==> config.mk <==
export PLATFORM = sky130hd
export DESIGN_NAME = uniform_downsample_index_gen_top
export DESIGN_NICKNAME = d
export VERILOG_FILES = /design/src/udig_pkg.sv /design/src/uniform_downsample_index_gen_top.sv /design/src/udig_ctrl.sv /design/src/udig_datapath.sv
export SDC_FILE = /design/constraint.sdc
export NUM_CORES = 1
export LEC_CHECK = 0
export ABC_AREA = 1
export BUFFER_PORTS_ARGS = -buffer_cell sky130_fd_sc_hd__buf_2
export CORE_ASPECT_RATIO = 1.75
export CORE_MARGIN = 2
export CORE_UTILIZATION = 62
export DETAILED_ROUTE_END_ITERATION = 12
export PLACE_DENSITY = 0.91
export SETUP_SLACK_MARGIN = 0.2
export SYNTH_ARGS = -nofsm -noshare
export SYNTH_HDL_FRONTEND = slang
export SYNTH_SLANG_ARGS = --single-unit
==> constraint.sdc <==
create_clock -name clk -period 3.9 [get_ports clk]
set_input_delay 0.78 -clock clk [delete_from_list [all_inputs] [get_ports clk]]
set_output_delay 0.78 -clock clk [all_outputs]
set_load 0.03 [all_outputs]
==> src/udig_pkg.sv <==
package udig_pkg;

	localparam int MAX_OUT_POINTS = 64;
	localparam int INDEX_BITS     = 16;
	localparam int MAXP_BITS      = 7;
	localparam int CNT_BITS       = $clog2(MAX_OUT_POINTS + 1);
	localparam int SPAN_BITS      = $clog2(MAX_OUT_POINTS);
	localparam int STEP_BITS      = $clog2(INDEX_BITS);

	localparam logic [MAXP_BITS-1:0] MAXP_RESET = MAXP_BITS'(MAX_OUT_POINTS);

	typedef struct packed {
		logic load;
		logic div_step;
		logic emit_adv;
	} ctrl_cmd_t;

	typedef struct packed {
		logic none;
		logic direct;
		logic div_done;
		logic last;
	} dp_status_t;

endpackage

==> src/uniform_downsample_index_gen_top.sv <==
// Uniform downsample index generator. Each input beat carries a history
// length L; the block answers with up to max_points ascending indices of
// points to keep, the final one flagged by last_index. L or max_points zero
// gives no output. L <= max_points gives 0..L-1, a max_points of one gives
// the single index 0, and otherwise index i is round(i*(L-1)/(max_points-1))
// rounded half up. max_points above 64 acts as 64 and resets to 64. One
// request is handled at a time: the input is stalled from acceptance until
// the last index beat is taken. When downsampling, a serial divider first
// divides L-1 by max_points-1, then indices are produced by accumulation
// at one beat per cycle while out_stall is low; when every index is kept,
// or max_points is one, the divide is skipped, and a request with no output
// goes straight back to idle without stalling the input.
module uniform_downsample_index_gen_top (
	input  logic                             clk,
	input  logic                             arst_n,
	input  logic                             cfg_wr_en,
	input  logic [udig_pkg::MAXP_BITS-1:0]   cfg_wr_data,
	input  logic                             in_valid,
	output logic                             in_stall,
	input  logic [udig_pkg::INDEX_BITS-1:0]  history_length,
	output logic                             out_valid,
	input  logic                             out_stall,
	output logic [udig_pkg::INDEX_BITS-1:0]  point_index,
	output logic                             last_index
);
	import udig_pkg::*;

	ctrl_cmd_t  cmd;
	dp_status_t status;

	udig_ctrl u_ctrl (
		.clk       (clk),
		.arst_n    (arst_n),
		.in_valid  (in_valid),
		.in_stall  (in_stall),
		.out_valid (out_valid),
		.out_stall (out_stall),
		.status    (status),
		.cmd       (cmd)
	);

	udig_datapath u_datapath (
		.clk            (clk),
		.arst_n         (arst_n),
		.cfg_wr_en      (cfg_wr_en),
		.cfg_wr_data    (cfg_wr_data),
		.history_length (history_length),
		.cmd            (cmd),
		.status         (status),
		.point_index    (point_index),
		.last_index     (last_index)
	);

	a_busy_while_emitting: assert property (@(posedge clk) disable iff (!arst_n)
		out_valid |-> in_stall)
		else $error("input open while output beat pending");

	a_last_ends_request: assert property (@(posedge clk) disable iff (!arst_n)
		(out_valid && !out_stall && last_index) |=> !out_valid)
		else $error("output continues after last beat");

	a_zero_length_silent: assert property (@(posedge clk) disable iff (!arst_n)
		(in_valid && !in_stall && history_length == '0) |=> !out_valid)
		else $error("output for zero length request");

endmodule

==> src/udig_ctrl.sv <==
module udig_ctrl (
	input  logic                   clk,
	input  logic                   arst_n,
	input  logic                   in_valid,
	output logic                   in_stall,
	output logic                   out_valid,
	input  logic                   out_stall,
	input  udig_pkg::dp_status_t   status,
	output udig_pkg::ctrl_cmd_t    cmd
);
	import udig_pkg::*;

	localparam logic [1:0] ST_IDLE = 2'd0;
	localparam logic [1:0] ST_DIV  = 2'd1;
	localparam logic [1:0] ST_EMIT = 2'd2;

	logic [1:0] state_q;
	logic [1:0] state_d;

	always_comb begin
		state_d      = state_q;
		in_stall     = 1'b1;
		out_valid    = 1'b0;
		cmd.load     = 1'b0;
		cmd.div_step = 1'b0;
		cmd.emit_adv = 1'b0;
		case (state_q)
			ST_IDLE: begin
				in_stall = 1'b0;
				if (in_valid) begin
					cmd.load = 1'b1;
					if (status.none) begin
						state_d = ST_IDLE;
					end else if (status.direct) begin
						state_d = ST_EMIT;
					end else begin
						state_d = ST_DIV;
					end
				end
			end
			ST_DIV: begin
				cmd.div_step = 1'b1;
				if (status.div_done) begin
					state_d = ST_EMIT;
				end
			end
			ST_EMIT: begin
				out_valid = 1'b1;
				if (!out_stall) begin
					cmd.emit_adv = 1'b1;
					if (status.last) begin
						state_d = ST_IDLE;
					end
				end
			end
			default: begin
				state_d = ST_IDLE;
			end
		endcase
	end

	always_ff @(posedge clk or negedge arst_n) begin
		if (!arst_n) begin
			state_q <= ST_IDLE;
		end else begin
			state_q <= state_d;
		end
	end

endmodule

==> src/udig_datapath.sv <==
module udig_datapath (
	input  logic                                clk,
	input  logic                                arst_n,
	input  logic                                cfg_wr_en,
	input  logic [udig_pkg::MAXP_BITS-1:0]      cfg_wr_data,
	input  logic [udig_pkg::INDEX_BITS-1:0]     history_length,
	input  udig_pkg::ctrl_cmd_t                 cmd,
	output udig_pkg::dp_status_t                status,
	output logic [udig_pkg::INDEX_BITS-1:0]     point_index,
	output logic                                last_index
);
	import udig_pkg::*;

	logic [MAXP_BITS-1:0]  max_points_q;
	logic [CNT_BITS-1:0]   m_eff;
	logic [SPAN_BITS-1:0]  span_in;
	logic                  len_fits;
	logic                  m_is_one;

	logic                  direct_q;
	logic [SPAN_BITS-1:0]  span_q;
	logic [CNT_BITS-1:0]   n_q;
	logic [CNT_BITS-1:0]   k_q;
	logic [STEP_BITS-1:0]  step_q;
	logic [INDEX_BITS-1:0] dvd_q;
	logic [SPAN_BITS-1:0]  rem_q;
	logic [INDEX_BITS-1:0] acc_q;
	logic [SPAN_BITS-1:0]  frac_q;

	logic [SPAN_BITS:0]    trial;
	logic                  trial_ge;
	logic [SPAN_BITS:0]    frac_sum;
	logic                  frac_wrap;
	logic [CNT_BITS-1:0]   k_next;

	always_comb begin
		if (max_points_q > MAXP_BITS'(MAX_OUT_POINTS)) begin
			m_eff = CNT_BITS'(MAX_OUT_POINTS);
		end else begin
			m_eff = CNT_BITS'(max_points_q);
		end
		span_in  = SPAN_BITS'(m_eff - CNT_BITS'(1));
		len_fits = history_length <= INDEX_BITS'(m_eff);
		m_is_one = m_eff == CNT_BITS'(1);

		status.none     = (history_length == '0) || (m_eff == '0);
		status.direct   = len_fits || m_is_one;
		status.div_done = step_q == STEP_BITS'(INDEX_BITS - 1);

		k_next      = k_q + CNT_BITS'(1);
		status.last = k_next == n_q;

		trial    = {rem_q, dvd_q[INDEX_BITS-1]};
		trial_ge = trial >= {1'b0, span_q};

		frac_sum  = {1'b0, frac_q} + {1'b0, rem_q};
		frac_wrap = frac_sum >= {1'b0, span_q};

		point_index = direct_q ? INDEX_BITS'(k_q) : acc_q;
		last_index  = status.last;
	end

	// register
	always_ff @(posedge clk or negedge arst_n) begin
		if (!arst_n) begin
			max_points_q <= MAXP_RESET;
		end else if (cfg_wr_en) begin
			max_points_q <= cfg_wr_data;
		end
	end

	always_ff @(posedge clk) begin
		if (cmd.load) begin
			direct_q <= len_fits || m_is_one;
			span_q   <= span_in;
			k_q      <= '0;
			step_q   <= '0;
			dvd_q    <= history_length - INDEX_BITS'(1);
			rem_q    <= '0;
			acc_q    <= '0;
			frac_q   <= span_in >> 1;
			if (len_fits) begin
				n_q <= CNT_BITS'(history_length);
			end else if (m_is_one) begin
				n_q <= CNT_BITS'(1);
			end else begin
				n_q <= m_eff;
			end
		end else if (cmd.div_step) begin
			// restoring divide, one quotient bit per cycle
			step_q <= step_q + STEP_BITS'(1);
			dvd_q  <= {dvd_q[INDEX_BITS-2:0], trial_ge};
			if (trial_ge) begin
				rem_q <= SPAN_BITS'(trial - {1'b0, span_q});
			end else begin
				rem_q <= SPAN_BITS'(trial);
			end
		end else if (cmd.emit_adv) begin
			k_q <= k_next;
			// quotient in dvd_q, remainder in rem_q
			if (frac_wrap) begin
				acc_q  <= acc_q + dvd_q + INDEX_BITS'(1);
				frac_q <= SPAN_BITS'(frac_sum - {1'b0, span_q});
			end else begin
				acc_q  <= acc_q + dvd_q;
				frac_q <= SPAN_BITS'(frac_sum);
			end
		end
	end

endmodule

Word-level counts from Yosys, hierarchy flattened
Cells that the tools add are included.
- mux-type cells: 26
- add/subtract/negate cells: 9
- magnitude comparators: 4
- reductions and logical operators: 10
- equal/unequal tests: 10
- bitwise logic cells: 1
- operator list (operator ; number):
    $mux W16 ; 4
    $mux W7 ; 3
    $add A16 B1 Y16 const B ; 1
    $add A16 B16 Y16 ; 1
    $le A16 B7 Y1 ; 1
    $logic_not A16 Y1 ; 1
    $sub A16 B1 Y16 const B ; 1
    $mux W5 ; 3
    $ge A7 B6 Y1 ; 2
    $mux W2 ; 6
    $mux W6 ; 2
    $sub A6 B6 Y6 ; 2
    $ne A2 B2 Y1 const B ; 4
    $add A6 B6 Y7 ; 1
    $add A7 B1 Y7 const B ; 1
    $eq A7 B1 Y1 const B ; 1
    $eq A7 B7 Y1 ; 1
    $gt A7 B7 Y1 const B ; 1
    $logic_not A7 Y1 ; 1
    $mux W1 ; 7
    $pmux W2 S3 ; 1
    $sub A6 B1 Y6 const B ; 1
    $add A4 B1 Y4 const B ; 1
    $eq A4 B4 Y1 const B ; 1
    other kinds (9) ; 12
- bits in registers: 78
- word-level logic and storage cells: 72
- bits of input ports: 28

Depth between registers and ports, before layout
- depth in word-level cells: 8
- gate-level depth with buffers: 20
- gate-level depth less buffers: 19

Modules after synthesis
Synthesis repeated with hierarchy kept, for this count alone.
- cells, all modules: 867
- area, all modules: 6100.9 um^2
- modules (own cells, without submodules) (module ; sequential area each (um^2) ; cells an instance ; area an instance (um^2) ; times used):
    udig_datapath ; 1908.1 ; 839 ; 5935.7 ; 1
    udig_ctrl ; 50.0 ; 28 ; 165.2 ; 1

Worst setup path after synthesis
No wires, ideal clock.
- kind: reg2reg
- from: register u_datapath.frac_q[0]
- to: register u_datapath.frac_q[4], data pin
- required time: 3.631 ns
- slack: 0.988 ns
- cell stages (with the launch flop): 15
- data arrival time: 2.643 ns
- library setup time: 0.269 ns
- cells stage by stage: edfxtp_1 > ha_1 > fa_1 > a31oi_1 > xor2_1 > inv_1 > ha_1 > a21oi_1 > nand3_2 > nand2_1 > nand3_2 > buf_6 > buf_2 > o21ai_0 > o21ai_0
- word-level cells in the longest chain between the ends: 6
- elaborated cells on any way between the ends: 7
- those cells by class: 2 x add/sub; 1 x order compare; 4 x mux
- RTL lines (element ; line ; source):
    start: declaration ; udig_datapath.sv:28 ; logic [SPAN_BITS-1:0] frac_q;
    start signal: assignment ; udig_datapath.sv:81 ; frac_q <= span_in >> 1;
    start signal: assignment ; udig_datapath.sv:103 ; frac_q <= SPAN_BITS'(frac_sum - {1'b0, span_q});
    start signal: assignment ; udig_datapath.sv:106 ; frac_q <= SPAN_BITS'(frac_sum);
    $add A6 B6 Y7 (*) ; udig_datapath.sv:56 ; frac_sum = {1'b0, frac_q} + {1'b0, rem_q};
    $sub A6 B6 Y6 / $ge A7 B6 Y1 (equally long branches) ; udig_datapath.sv:103, udig_datapath.sv:57 ;
    $mux W6 (*) ; udig_datapath.sv:101 ; if (frac_wrap) begin
    $mux W5 (*) ; udig_datapath.sv:98 ; end else if (cmd.emit_adv) begin
    $mux W5 (*) ; udig_datapath.sv:89 ; end else if (cmd.div_step) begin
    $mux W5 (*) ; udig_datapath.sv:73 ; if (cmd.load) begin
Every way passes the cells marked *; elsewhere a longest branch is shown, timed or not. The select of a mux whose other input is x is not followed.
A chain may end at the register's enable or synchronous reset.

Final worst setup path
- from: register u_datapath.frac_q[0]
- to: register u_datapath.frac_q[2], data pin
The elaborated chain is that of the path after synthesis.

==> impl_metrics.py <==
metrics = {
    "critical_path": {
        "worstSetupEndpointType": "flop",
        "cpPeakStageDelay_ns": 0.43,
        "critPathRequiredTime_ns": 3.94,
        "crit_fanout": 20,
        "cp-start-kind": "flop",
        "criticalPathCategory": "reg -> reg",
        "cp_slowest_cell": "fa_1",
        "critical_path_arrival_ns": 3.47,
        "crit_chain": "ha_1, fa_1, a31oi_1, xor2_1, inv_1, ha_1, a21oi_1, nand3_2, nand2_1, nand3_2, o21ai_0, o21ai_0",
    },
    "drt": {
        "viasPerCell": 5.702,
        "drt_iter0_markers": 339,
        "final_antenna_net_count": 0,
        "totalWireLength_um": 15350,
        "wl_per_cell_um": 15.35,
        "drc_errors": 0,
        "vias": 5702,
        "dr.pass1.iters": 5,
    },
    "pwr": {
        "power_density_mw_per_mm2": 1018,
        "power.total_mw": 6.818,
        "ir_drop_v": 0.0008417,
        "p_leak_nw": 3.227,
    },
    "logic_synthesis": {
        "synthMuxAreaShare_pct": 0.5343,
        "synthFlopType": "edfxtp_1",
        "synth-seq-area-share_pct": 32.16,
        "synth_area_mm2": 0.006088,
        "syn_inst": 832,
        "synth_xor_area_share_pct": 5.323,
        "yosysTopAreaCell": "edfxtp_1",
        "synthSimpleGateAreaFrac_pct": 30.60,
        "yosysWarningCount": 0,
        "ys_ff_latch": 78,
        "ys_async_sr_fraction_pct": 11.54,
        "synth_top_cell_area_share_pct": 17.26,
        "synth_edf_count": 35,
        "syn-num-nets": 911,
        "synth_adder_area_share_pct": 10.97,
        "synthTopCellsByArea": "edfxtp_1 (17%), nand2_1 (13%), dfxtp_1 (11%)",
        "synth_compound_area_share_pct": 11.88,
        "synth_top_family_by_area": "simple AND/OR/NAND/NOR gates",
        "synth_cell_types": 47,
        "avgSynthCellArea_um2": 7.318,
    },
    "final_layout": {
        "drive_gt1_share_pct": 14.24,
        "nNetsFinal": 952,
        "fillCellCount": 808,
        "final_area_mm2": 0.006699,
        "finish.utilization_pct": 70.32,
        "mostFrequentLayoutCell": "nand2_1",
        "diodes": 0,
        "final_cell_mix": "nand2_1 (214), inv_1 (109), nor2_1 (64)",
        "synthToLayoutAreaGrowth_pct": 10.03,
    },
    "grt": {
        "grt_max_degree": 41,
        "grt_pass1_vias": 5621,
        "antenna_found_initial": 0,
        "track_usage_pct": 30.30,
        "grt_pass1_wl_um": 25190,
        "grt_overflow": 0,
    },
    "clock_tree": {
        "clk_latency_ns": 0.35,
        "cts_setup_buffers": 0,
        "numCtsBuffers": 9,
        "cts_resized": 0,
        "clockBufferDepth": 2,
        "htree_levels": 3,
        "cts-root-buf": "clkbuf_16",
        "tritoncts": "yes",
        "path_clk_slew_ns": 0.06,
        "cts_hold_buf": 0,
        "cts_sinks": 78,
    },
    "die": {
        "io_pins": 47,
        "rows": 47,
        "die_area_mm2": 0.01066,
        "fp.coreArea_mm2": 0.009527,
        "start_util_pct": 63.91,
        "die-height_um": 135.1,
        "die_w_um": 78.91,
    },
    "timing": {
        "fin_skew_ns": 0.009819,
        "hold_viol": 0,
        "fin_tns_setup_ns": 0,
        "relSlewSlack_pct": 25.21,
        "period_needed_ns": 3.435,
        "period_share_pct": 88.09,
        "setup_viol": 0,
        "worstMarginPinSlew_ns": 1.121,
        "rsz0062_at_grt": "false",
        "slew_violations": 0,
        "max_freq_mhz": 291.1,
    },
    "placed_design": {
        "place.gp.congestion": 0.9161,
        "hpwlAfterDp_um": 11920,
        "io_buffers": 46,
        "placed_area_mm2": 0.006399,
    },
    "hold_path": {
        "hold_class": "in -> async",
    },
    "outcome": {
        "status": "completed",
    },
    "run": {
        "drv_cap": 0,
    },
}
-- critical path: cells and delay by family (launching register included) --
family,cells,cell delay (ns)
adders and majority gates,3,1.02
AOI/OAI and AO/OA,4,0.88
and+or+nand+nor,3,0.62
DFF,1,0.37
xor gates and xnor gates,1,0.17
buffers and inverters,1,0.07
-- flip-flops by register name (all words and copies together) (netlist names) --
register / count
u_ctrl.state_q: 2
u_datapath.acc_q: 16
u_datapath.direct_q: 1
u_datapath.dvd_q: 16
u_datapath.frac_q: 6
u_datapath.k_q: 7
u_datapath.max_points_q: 7
u_datapath.n_q: 7
u_datapath.rem_q: 6
u_datapath.span_q: 6
u_datapath.step_q: 4
-- power breakdown --
group	switching (mW)	internal, mW
Sequential	0.254	1.28
Combinational	2.96	1.48
Clock	0.358	0.492
-- final cells by class --
type	instances	area (um^2)	share of cell area [%]
tap	122	152.6	2.279
clock buffer	11	264.0	3.941
clock inverter	5	36.28	0.5417
sequential	78	1958	29.23
timing repair buffer	48	245.2	3.661
inverter	115	431.7	6.444
multi-input combinational	621	3611	53.90
-- worst paths after layout --
| path | from | endpoint | slack [ns] | cells past startpoint |
|---|---|---|---|---|
| max in group asynchronous | arst_n | u_datapath.max_points_q[6]$_DFFE_PN1P_ | 3.38 | 1 |
| worst min-delay path | arst_n | u_datapath.max_points_q[0]$_DFFE_PN0P_ | 0.28 | 1 |
| worst min register to register | u_datapath.step_q[2]$_SDFFE_PP0P_ | u_datapath.step_q[2]$_SDFFE_PP0P_ | 0.49 | 2 |
| worst max register to register | u_datapath.frac_q[0]$_DFFE_PP_ | u_datapath.frac_q[2]$_DFFE_PP_ | 0.46 | 12 |
| min in group clk | u_datapath.step_q[2]$_SDFFE_PP0P_ | u_datapath.step_q[2]$_SDFFE_PP0P_ | 0.49 | 2 |
| worst max-delay path | u_datapath.frac_q[0]$_DFFE_PP_ | u_datapath.frac_q[2]$_DFFE_PP_ | 0.46 | 12 |
-- synthesized netlist by cell type (4+ instances only) --
library cell / n
nor2_2: 7
dfxtp_1: 34
ha_1: 47
xnor2_1: 16
nand3_2: 8
xor2_1: 21
a31oi_1: 7
or2_2: 4
dfrtp_1: 8
nand2_2: 15
buf_2: 4
nand2_1: 214
nand3_1: 48
edfxtp_1: 35
nor2_4: 6
a21oi_1: 40
inv_2: 5
nor2_1: 64
inv_1: 109
nor3_1: 8
o22ai_1: 8
o21ai_0: 53
o21ai_1: 6
clkbuf_1: 12
nand4_1: 14
fa_1: 4
-- kinds of logic after synthesis --
kind of cell    count (synthesis)
simple gates                  399
buf+inv                       133
compound gates                131
flops                          78
fa+ha+maj                      51
xor+xnor                       37
mux                             3
-- metrics by stage --
step | hold slack, ns | instances | setup slack, ns
2_1_floorplan | 0.4347 | 832 | 0.9879
3_3_place_gp | 0.4609 | 984 | 0.7459
3_5_place_dp | 0.4830 | 984 | 0.5674
4_1_cts | 0.2738 | 1000 | 0.5328
5_1_grt | 0.2929 | 1000 | 0.2179
6_report | 0.2768 | 1000 | 0.4647
-- metal layers --
| layer | GRT usage [%] | up-vias | part of all wire [%] |
|---|---|---|---|
| li1 | - | 2813 | - |
| met1 | 31.15 | 2632 | 36 |
| met4 | 18.58 | 0 | 5.5 |
| met5 | 0 | - | 0 |
| met2 | 56.17 | 190 | 54 |
| met3 | 4.813 | 67 | 4.5 |
Power figures use the tool's default switching activity.
